`src/rtl/core/integer_to_ascii_radix_defines.svh`:
```
// Assertion macros for the RTL; empty when SYNTHESIS is defined.
`ifndef INTEGER_TO_ASCII_RADIX_DEFINES_SVH
`define INTEGER_TO_ASCII_RADIX_DEFINES_SVH

`ifndef SYNTHESIS
`define ITAR_ASSERT(lbl, prop) \
    lbl: assert property (@(posedge i_clk) disable iff (!i_rst_n) prop) \
        else $error("itar: assertion failed");
`define ITAR_ASSERT_ALWAYS(lbl, prop) \
    lbl: assert property (@(posedge i_clk) prop) \
        else $error("itar: assertion failed");
`else
`define ITAR_ASSERT(lbl, prop)
`define ITAR_ASSERT_ALWAYS(lbl, prop)
`endif

`endif

```
`src/rtl/core/itar_pkg.sv`:
```
`timescale 1ns / 1ps
package itar_pkg;

    localparam int VALUE_BITS_DEF = 32;
    localparam int MAX_DIGITS_DEF = 32;

    localparam int RADIX_W = 6;
    localparam int CHAR_W  = 7;

    localparam logic [RADIX_W-1:0] RADIX_RESET = 6'd10;
    localparam logic [RADIX_W-1:0] RADIX_MIN   = 6'd2;
    localparam logic [RADIX_W-1:0] RADIX_MAX   = 6'd36;
    localparam logic [RADIX_W-1:0] DECIMAL     = 6'd10;

    localparam logic [CHAR_W-1:0] CHAR_ZERO  = 7'h30;
    localparam logic [CHAR_W-1:0] CHAR_A     = 7'h41;
    localparam logic [CHAR_W-1:0] CHAR_MINUS = 7'h2D;

    typedef struct packed {
        logic               negative;
        logic [RADIX_W-1:0] radix;
    } t_item_ctl;

    function automatic logic [CHAR_W-1:0] digit_char(input logic [RADIX_W-1:0] d);
        logic [CHAR_W-1:0] c;
        if (d < DECIMAL) begin
            c = CHAR_ZERO + CHAR_W'(d);
        end else begin
            c = CHAR_A + CHAR_W'(d - DECIMAL);
        end
        return c;
    endfunction

endpackage

```
`src/rtl/core/itar_front.sv`:
```
`timescale 1ns / 1ps
module itar_front #(
    parameter int VALUE_BITS = itar_pkg::VALUE_BITS_DEF
) (
    input  logic                           i_clk,
    input  logic                           i_rst_n,
    input  logic                           i_valid,
    output logic                           o_ready,
    input  logic signed [VALUE_BITS-1:0]   i_value,
    input  logic [itar_pkg::RADIX_W-1:0]   i_radix,
    output logic                           o_valid,
    input  logic                           i_ready,
    output logic [VALUE_BITS-1:0]          o_mag,
    output itar_pkg::t_item_ctl            o_ctl
);
    import itar_pkg::*;

    logic                  r_valid;
    logic                  n_valid;
    logic [VALUE_BITS-1:0] r_mag;
    t_item_ctl             r_ctl;
    logic [VALUE_BITS-1:0] raw;
    logic                  neg;
    logic                  accept;

    assign raw     = i_value;
    assign neg     = (i_radix == DECIMAL) && raw[VALUE_BITS-1];
    assign o_ready = !r_valid || i_ready;
    assign accept  = i_valid && o_ready;

    always_comb begin
        n_valid = r_valid;
        if (accept) begin
            n_valid = 1'b1;
        end else if (i_ready) begin
            n_valid = 1'b0;
        end
    end

    always_ff @(posedge i_clk) begin
        if (!i_rst_n) begin
            r_valid <= 1'b0;
        end else begin
            r_valid <= n_valid;
        end
    end

    // take the magnitude of negative decimal values
    always_ff @(posedge i_clk) begin
        if (accept) begin
            r_mag          <= neg ? (~raw + 1'b1) : raw;
            r_ctl.negative <= neg;
            r_ctl.radix    <= i_radix;
        end
    end

    assign o_valid = r_valid;
    assign o_mag   = r_mag;
    assign o_ctl   = r_ctl;

endmodule

```
`src/rtl/core/itar_queue.sv`:
```
`timescale 1ns / 1ps
module itar_queue #(
    parameter int DATA_W = itar_pkg::VALUE_BITS_DEF
) (
    input  logic              i_clk,
    input  logic              i_rst_n,
    input  logic              i_push_valid,
    output logic              o_push_ready,
    input  logic [DATA_W-1:0] i_push_data,
    output logic              o_pop_valid,
    input  logic              i_pop_ready,
    output logic [DATA_W-1:0] o_pop_data
);
    logic [DATA_W-1:0] r_mem [2];
    logic              r_wr;
    logic              r_rd;
    logic [1:0]        r_cnt;
    logic [1:0]        n_cnt;
    logic              push;
    logic              pop;

    assign o_push_ready = (r_cnt != 2'd2);
    assign o_pop_valid  = (r_cnt != 2'd0);
    assign push         = i_push_valid && o_push_ready;
    assign pop          = o_pop_valid && i_pop_ready;
    assign o_pop_data   = r_mem[r_rd];

    always_comb begin
        n_cnt = r_cnt;
        if (push && !pop) begin
            n_cnt = r_cnt + 2'd1;
        end else if (pop && !push) begin
            n_cnt = r_cnt - 2'd1;
        end
    end

    always_ff @(posedge i_clk) begin
        if (!i_rst_n) begin
            r_wr  <= 1'b0;
            r_rd  <= 1'b0;
            r_cnt <= 2'd0;
        end else begin
            r_cnt <= n_cnt;
            if (push) begin
                r_wr <= ~r_wr;
            end
            if (pop) begin
                r_rd <= ~r_rd;
            end
        end
    end

    always_ff @(posedge i_clk) begin
        if (push) begin
            r_mem[r_wr] <= i_push_data;
        end
    end

endmodule

```
`src/rtl/core/itar_back.sv`:
```
`timescale 1ns / 1ps
`include "integer_to_ascii_radix_defines.svh"
module itar_back #(
    parameter int VALUE_BITS = itar_pkg::VALUE_BITS_DEF,
    parameter int MAX_DIGITS = itar_pkg::MAX_DIGITS_DEF
) (
    input  logic                          i_clk,
    input  logic                          i_rst_n,
    input  logic                          i_valid,
    output logic                          o_ready,
    input  logic [VALUE_BITS-1:0]         i_mag,
    input  itar_pkg::t_item_ctl           i_ctl,
    output logic                          o_valid,
    input  logic                          i_ready,
    output logic [itar_pkg::CHAR_W-1:0]   o_char_code,
    output logic                          o_last
);
    import itar_pkg::*;

    localparam int BIT_W = $clog2(VALUE_BITS);
    localparam int IDX_W = $clog2(MAX_DIGITS);
    localparam int CNT_W = $clog2(MAX_DIGITS + 1);

    typedef enum logic [4:0] {
        S_IDLE = 5'b00001,
        S_DIV  = 5'b00010,
        S_SIGN = 5'b00100,
        S_RD   = 5'b01000,
        S_OUT  = 5'b10000
    } t_state;

    t_state               r_state, n_state;
    logic [VALUE_BITS-1:0] r_quo, n_quo;
    logic [RADIX_W-1:0]   r_rem, n_rem;
    logic [BIT_W-1:0]     r_bit, n_bit;
    logic [CNT_W-1:0]     r_cnt, n_cnt;
    logic                 r_neg, n_neg;
    logic [RADIX_W-1:0]   r_radix, n_radix;
    logic                 r_out_valid, n_out_valid;
    logic [CHAR_W-1:0]    r_out_char, n_out_char;
    logic                 r_out_last, n_out_last;

    logic [RADIX_W-1:0]   r_mem [MAX_DIGITS];
    logic [RADIX_W-1:0]   r_rd_data;

    logic [RADIX_W:0]     rem_sh;
    logic [RADIX_W:0]     rem_dif;
    logic                 ge;
    logic [RADIX_W-1:0]   rem_nx;
    logic [VALUE_BITS-1:0] quo_nx;
    logic                 digit_done;
    logic                 wr_en;
    logic [CNT_W-1:0]     cnt_m1;
    logic [IDX_W-1:0]     rd_addr;
    logic                 out_free;
    logic                 load;

    // one restoring division step per cycle
    assign rem_sh     = {r_rem, r_quo[VALUE_BITS-1]};
    assign rem_dif    = rem_sh - {1'b0, r_radix};
    assign ge         = (rem_sh >= {1'b0, r_radix});
    assign rem_nx     = ge ? rem_dif[RADIX_W-1:0] : rem_sh[RADIX_W-1:0];
    assign quo_nx     = {r_quo[VALUE_BITS-2:0], ge};
    assign digit_done = (r_state == S_DIV) && (r_bit == '0);
    assign wr_en      = digit_done && (r_cnt < CNT_W'(MAX_DIGITS));
    assign cnt_m1     = r_cnt - 1'b1;
    assign rd_addr    = cnt_m1[IDX_W-1:0];
    assign out_free   = !r_out_valid || i_ready;
    assign o_ready    = (r_state == S_IDLE);

    always_comb begin
        n_state     = r_state;
        n_quo       = r_quo;
        n_rem       = r_rem;
        n_bit       = r_bit;
        n_cnt       = r_cnt;
        n_neg       = r_neg;
        n_radix     = r_radix;
        n_out_char  = r_out_char;
        n_out_last  = r_out_last;
        load        = 1'b0;
        case (r_state)
            S_IDLE: begin
                if (i_valid) begin
                    n_quo   = i_mag;
                    n_rem   = '0;
                    n_bit   = BIT_W'(VALUE_BITS - 1);
                    n_cnt   = '0;
                    n_neg   = i_ctl.negative;
                    n_radix = i_ctl.radix;
                    n_state = S_DIV;
                end
            end
            S_DIV: begin
                n_quo = quo_nx;
                n_rem = rem_nx;
                n_bit = r_bit - 1'b1;
                if (digit_done) begin
                    n_rem = '0;
                    n_bit = BIT_W'(VALUE_BITS - 1);
                    if (wr_en) begin
                        n_cnt = r_cnt + 1'b1;
                    end
                    if (quo_nx == '0) begin
                        n_state = r_neg ? S_SIGN : S_RD;
                    end
                end
            end
            S_SIGN: begin
                if (out_free) begin
                    load       = 1'b1;
                    n_out_char = CHAR_MINUS;
                    n_out_last = 1'b0;
                    n_state    = S_RD;
                end
            end
            S_RD: begin
                n_state = S_OUT;
            end
            S_OUT: begin
                if (out_free) begin
                    load       = 1'b1;
                    n_out_char = digit_char(r_rd_data);
                    n_out_last = (r_cnt == CNT_W'(1));
                    n_cnt      = cnt_m1;
                    n_state    = (r_cnt == CNT_W'(1)) ? S_IDLE : S_RD;
                end
            end
            default: begin
                n_state = S_IDLE;
            end
        endcase
        n_out_valid = r_out_valid;
        if (load) begin
            n_out_valid = 1'b1;
        end else if (i_ready) begin
            n_out_valid = 1'b0;
        end
    end

    always_ff @(posedge i_clk) begin
        if (!i_rst_n) begin
            r_state     <= S_IDLE;
            r_bit       <= '0;
            r_cnt       <= '0;
            r_neg       <= 1'b0;
            r_radix     <= RADIX_RESET;
            r_out_valid <= 1'b0;
            r_quo       <= '0;
            r_rem       <= '0;
        end else begin
            r_state     <= n_state;
            r_bit       <= n_bit;
            r_cnt       <= n_cnt;
            r_neg       <= n_neg;
            r_radix     <= n_radix;
            r_out_valid <= n_out_valid;
            r_quo       <= n_quo;
            r_rem       <= n_rem;
        end
    end

    always_ff @(posedge i_clk) begin
        r_out_char <= n_out_char;
        r_out_last <= n_out_last;
    end

    // digit store: write at the digit count, read below it
    always_ff @(posedge i_clk) begin
        if (wr_en) begin
            r_mem[r_cnt[IDX_W-1:0]] <= rem_nx;
        end
        r_rd_data <= r_mem[rd_addr];
    end

    assign o_valid     = r_out_valid;
    assign o_char_code = r_out_char;
    assign o_last      = r_out_last;

    `ITAR_ASSERT(a_rem_below_radix, (r_state == S_DIV) |-> (r_rem < r_radix))
    `ITAR_ASSERT(a_out_has_digit, (r_state == S_OUT) |-> (r_cnt != '0))
    `ITAR_ASSERT(a_cnt_bound, r_cnt <= CNT_W'(MAX_DIGITS))

endmodule

```
`src/rtl/core/integer_to_ascii_radix.sv`:
```
`timescale 1ns / 1ps
// Integer to ASCII string conversion in a configurable radix (2 to 36).
// Input channel: i_valid / o_ready carry one signed i_value per transfer.
// Output channel: o_valid / i_ready carry one character per transfer,
// most significant digit first; o_last marks the final character.
// Radix 10 prefixes a '-' for negative values; other radixes convert the
// raw two's-complement pattern. Zero yields the single character '0'.
// Config: i_cfg_we writes i_cfg_wdata into the radix register, saturated
// to 2..36; write only while no conversion is in flight.
// Values pass the input register and the two-entry queue into the
// converter; each digit takes a full pass of the bit-serial divider,
// and each character passes a read state and an output state. The
// converter takes one value at a time and the next only once the last
// character is loaded; the queue lets the input take values meanwhile.
// Reset (i_rst_n low, synchronous) empties all stages and sets radix 10.
// A stalled receiver holds the current character; emission pauses, division goes on.
module integer_to_ascii_radix #(
    parameter int VALUE_BITS = itar_pkg::VALUE_BITS_DEF,
    parameter int MAX_DIGITS = itar_pkg::MAX_DIGITS_DEF
) (
    input  logic                          i_clk,
    input  logic                          i_rst_n,
    input  logic                          i_valid,
    output logic                          o_ready,
    input  logic signed [VALUE_BITS-1:0]  i_value,
    input  logic                          i_cfg_we,
    input  logic [itar_pkg::RADIX_W-1:0]  i_cfg_wdata,
    output logic                          o_valid,
    input  logic                          i_ready,
    output logic [itar_pkg::CHAR_W-1:0]   o_char_code,
    output logic                          o_last
);
    import itar_pkg::*;

    localparam int CTL_W  = $bits(t_item_ctl);
    localparam int DATA_W = VALUE_BITS + CTL_W;

    logic [RADIX_W-1:0]    r_radix;
    logic [RADIX_W-1:0]    n_radix;

    logic                  f_valid;
    logic                  f_ready;
    logic [VALUE_BITS-1:0] f_mag;
    t_item_ctl             f_ctl;

    logic                  q_valid;
    logic                  q_ready;
    logic [DATA_W-1:0]     q_data;
    t_item_ctl             q_ctl;

    always_comb begin
        n_radix = i_cfg_wdata;
        if (i_cfg_wdata < RADIX_MIN) begin
            n_radix = RADIX_MIN;
        end else if (i_cfg_wdata > RADIX_MAX) begin
            n_radix = RADIX_MAX;
        end
    end

    always_ff @(posedge i_clk) begin
        if (!i_rst_n) begin
            r_radix <= RADIX_RESET;
        end else if (i_cfg_we) begin
            r_radix <= n_radix;
        end
    end

    itar_front #(
        .VALUE_BITS (VALUE_BITS)
    ) u_front (
        .i_clk   (i_clk),
        .i_rst_n (i_rst_n),
        .i_valid (i_valid),
        .o_ready (o_ready),
        .i_value (i_value),
        .i_radix (r_radix),
        .o_valid (f_valid),
        .i_ready (f_ready),
        .o_mag   (f_mag),
        .o_ctl   (f_ctl)
    );

    itar_queue #(
        .DATA_W (DATA_W)
    ) u_queue (
        .i_clk        (i_clk),
        .i_rst_n      (i_rst_n),
        .i_push_valid (f_valid),
        .o_push_ready (f_ready),
        .i_push_data  ({f_ctl, f_mag}),
        .o_pop_valid  (q_valid),
        .i_pop_ready  (q_ready),
        .o_pop_data   (q_data)
    );

    assign q_ctl = t_item_ctl'(q_data[DATA_W-1:VALUE_BITS]);

    itar_back #(
        .VALUE_BITS (VALUE_BITS),
        .MAX_DIGITS (MAX_DIGITS)
    ) u_back (
        .i_clk       (i_clk),
        .i_rst_n     (i_rst_n),
        .i_valid     (q_valid),
        .o_ready     (q_ready),
        .i_mag       (q_data[VALUE_BITS-1:0]),
        .i_ctl       (q_ctl),
        .o_valid     (o_valid),
        .i_ready     (i_ready),
        .o_char_code (o_char_code),
        .o_last      (o_last)
    );

endmodule

```
`config.mk`:
```
export PLATFORM = sky130hd
export DESIGN_NAME = integer_to_ascii_radix
export DESIGN_NICKNAME = d
export VERILOG_FILES = /design/src/rtl/core/itar_pkg.sv /design/src/rtl/core/itar_front.sv /design/src/rtl/core/itar_queue.sv /design/src/rtl/core/itar_back.sv /design/src/rtl/core/integer_to_ascii_radix.sv
export VERILOG_INCLUDE_DIRS = /design/src /design/src/rtl/core
export SDC_FILE = /design/constraint.sdc
export NUM_CORES = 1
export LEC_CHECK = 0
export BUFFER_PORTS_ARGS = -buffer_cell sky130_fd_sc_hd__buf_4
export CAP_MARGIN = 20
export CORE_MARGIN = 2
export CORE_UTILIZATION = 47
export CTS_BUF_LIST = sky130_fd_sc_hd__clkbuf_4 sky130_fd_sc_hd__clkbuf_8
export CTS_CLUSTER_DIAMETER = 80
export DETAILED_ROUTE_END_ITERATION = 10
export GPL_TIMING_DRIVEN = 1
export PLACE_DENSITY = 0.64
export REMOVE_ABC_BUFFERS = 1
export SYNTH_ARGS = -nofsm -noshare
export SYNTH_HDL_FRONTEND = slang
export SYNTH_SLANG_ARGS = --single-unit
```
`constraint.sdc`:
```
create_clock -name i_clk -period 3.21 [get_ports i_clk]
set_input_delay 0.8025 -clock i_clk [delete_from_list [all_inputs] [get_ports i_clk]]
set_output_delay 0.8025 -clock i_clk [all_outputs]
set_load 0.05 [all_outputs]
```
==> flow_metrics.env <==
export IMPL_run_status="finished, final reports clean"
export IMPL_grt_max_degree=57
export IMPL_cp_arrival_ns=2.94
export IMPL_synth_area_leaders="edfxtp_1, dfxtp_1, mux4_2"
export IMPL_rows=68
export IMPL_critPathKind="register to register"
export IMPL_p_switching_mw=4.26
export IMPL_hold_path_end="u_queue.r_mem[0][36]$_DFFE_PP_"
export IMPL_max_freq_mhz=372
export IMPL_final_cell_mix="edfxtp_1, nor2_1, buf_4"
export IMPL_postSynthCellCount=1116
export IMPL_maxCapViolations=0
export IMPL_post_cts_repair_setup_buffers=0
export IMPL_hold_class="register to register"
export IMPL_initial_core_util=0.476
export IMPL_wl_per_cell_um=18.3
export IMPL_port_buffers=52
export IMPL_cp_start_kind="register"
export IMPL_grt_pass1_vias=9630
export IMPL_first_iter_violations=664
export IMPL_skew_ns=0.0311
export IMPL_synth_largest_area_cell="edfxtp_1"
export IMPL_grt_pass1_wl_mm=51.1
export IMPL_drv_slew=0
export IMPL_ctsHoldBuffers=0
export IMPL_hold_viol=0
export IMPL_clk_path_buf_depth=3
export IMPL_grt_overflow=0
export IMPL_r2r_end="u_back.r_mem[9][2]$_DFFE_PP_"
export IMPL_drt_pass1_iter_count=5
export IMPL_dp_slack_ns=0.208
export IMPL_root_buffer="clkbuf_8"
export IMPL_min_from="u_front.o_ctl[4]$_DFFE_PP_"
export IMPL_clk_pin_slew_ns=0.06
export IMPL_rsz0062_at_grt="false"
export IMPL_ir_worst_vdd_v=0.000363
export IMPL_setup_slack_ns=0.525
export IMPL_dpl_cell_area_um2=17600
export IMPL_hold_ws_ns=0.428
export IMPL_die_w_um=191
export IMPL_numCtsBuffers=66
export IMPL_setup_violations_final=0
export IMPL_fp_coreArea_um2=34400
export IMPL_synth_edff_count=317
export IMPL_postCtsResizedCells=0
export IMPL_async_reset_ff_frac=0
export IMPL_stdcell_area_um2=18900
export IMPL_num_vias=9470
export IMPL_period_share=0.836
export IMPL_power_mw=14.1
export IMPL_wl_mm=32.1
export IMPL_p_comb_frac=0.222
export IMPL_critPathMaxFanout=8
export IMPL_die_height_um=191
export IMPL_avgSynthCellArea_um2=14.7
export IMPL_syn_to_final_growth_pct=15.6
export IMPL_dp_cells=1626
export IMPL_min_delay_path_depth=0
export IMPL_ff2ff_path_depth=7
export IMPL_viasPerCell=5.42
export IMPL_antenna_left=0
export IMPL_tns_ns=0
export IMPL_yosys_area_top_type_share=0.582
export IMPL_swShare=0.301
export IMPL_ys_ff_latch=397
export IMPL_n_antenna_cell=0
export IMPL_fin_crit_ns=2.69
export IMPL_fin_nets=1300
export IMPL_cts_sinks=397
export IMPL_power_frac_clock=0.307
export IMPL_antenna_found_initial=0
export IMPL_p_leak_nw=6.41
export IMPL_ys_types=62
export IMPL_reg2reg_slack_ns=0.52
export IMPL_htree_num_levels=3
export IMPL_powerDensity_nw_per_um2=747
export IMPL_final_util=0.550
export IMPL_hpwl_mm=20.4
export IMPL_track_usage=0.180
export IMPL_r2r_start="u_back.r_bit[0]$_SDFFE_PN0P_"
export IMPL_maxSlewHeadroom=0.363
export IMPL_final_cells=1747
export IMPL_synth_ff_type="edfxtp_1"
export IMPL_syn_area_um2=16400
export IMPL_ys_seq_area_frac=0.680
export IMPL_cts_tree="yes"
export IMPL_pwr_share_seq=0.471
export IMPL_gp_congestion=0.789
export IMPL_required_ns=3.47
export IMPL_top_level_ports=53
export IMPL_end_kind="register"
export IMPL_layout_commonest_cell="edfxtp_1"
export IMPL_fp_dieArea_um2=36300
export IMPL_tightest_slew_ns=0.955
export IMPL_layout_drive_gt1_share=0.231
export IMPL_internal_power_mw=9.87
export IMPL_insertion_delay_ns=0.57
export IMPL_yosysWarningCount=0
export IMPL_drc=0
[power groups by stage]
| stage | clock (mW) | combinational, mW | sequential (mW) |
|---|---|---|---|
| after floorplan | 0 | 2.16 | 6.69 |
| after global placement | 0 | 3.09 | 6.74 |
| after detailed placement | 0 | 3.16 | 6.75 |
| after CTS | 4.46 | 3.17 | 6.65 |
| after global routing | 4.66 | 3.49 | 6.72 |
| final | 4.33 | 3.14 | 6.65 |
[state kept, by name (all words and copies together), names as in the netlist, named ones only]
register            count
u_back.r_mem          192
u_back.o_last           1
u_queue.r_cnt           2
u_back.r_state          5
u_front.o_mag          32
u_back.r_rd_data        6
u_front.o_valid         1
u_back.r_bit            5
u_queue.r_wr            1
u_back.r_cnt            6
u_queue.r_mem          78
u_queue.r_rd            1
u_back.r_neg            1
u_back.o_char_code      7
u_back.r_quo           32
r_radix                 6
u_back.o_valid          1
u_back.r_rem            6
u_front.o_ctl           7
u_back.r_radix          6
[layout make-up]
type	instances	area, um^2
Clock buffer	88	1110
Clock inverter	32	196
Fill cell	2847	15500
Inverter	30	113
Multi-Input combinational cell	634	4940
Sequential cell	397	11100
Tap cell	455	569
Timing Repair Buffer	111	862
[synth_stat cells, types with 6 or more instances]
library cell and count:
clkbuf_1 42, inv_1 29, a221oi_1 9, dfxtp_1 80, buf_2 8, edfxtp_1 317
nand3_1 7, ha_1 16, and2_1 14, o21ai_0 43, nand2b_1 11, mux2i_1 49
nor4_1 11, xnor2_1 25, nand2_1 50, nor2_1 123, a21oi_1 33, a211oi_1 42
nor3_1 23, a32o_1 14, xor2_1 23, mux4_2 48, o31ai_1 6, or3_1 8
[worst max-delay path by stage]
stage	startpoint	endpoint	cells after the start
global placement	i_value[1]	u_front.o_mag[25]$_DFFE_PP_	7
floorplan	u_back.r_cnt[0]$_SDFFE_PN0P_	u_back.r_rd_data[0]$_DFF_P_	6
CTS	u_back.r_bit[0]$_SDFFE_PN0P_	u_back.r_mem[15][1]$_DFFE_PP_	8
global route	u_back.r_bit[0]$_SDFFE_PN0P_	u_back.r_mem[9][2]$_DFFE_PP_	7
detailed placement	i_value[10]	u_front.o_mag[25]$_DFFE_PP_	7
finish	u_back.r_bit[0]$_SDFFE_PN0P_	u_back.r_mem[9][2]$_DFFE_PP_	7
[layer usage]
layer / routed length (um) / vias up / GRT usage
li1: - / 4545 / -
met1: 14000 / 4640 / 0.234
met2: 15900 / 239 / 0.306
met3: 1630 / 46 / 0.0368
met4: 577 / 0 / 0.0555
met5: 0 / - / 0
[worst max-delay path: stages (launching register included)]
cell and delay (ns):
dfxtp_1 0.32, inv_1 0.08, ha_1 0.20, or4b_1 0.52
nor4_2 0.41, nand2_1 0.41, nor2_1 0.26, buf_4 0.19
[logic make-up (layout without fill, tap and decap cells)]
family,count (synthesis),count (layout),share of synthesized area
xor gates and xnor gates,48,48,0.0257
and+or+nand+nor,279,279,0.0805
DFF,397,397,0.680
AOI/OAI and AO/OA,188,188,0.0806
buffers and inverters,85,261,0.0206
muxes,102,102,0.0995
adders and majority gates,17,17,0.0135
No activity file was read; power rests on OpenSTA's default activity.
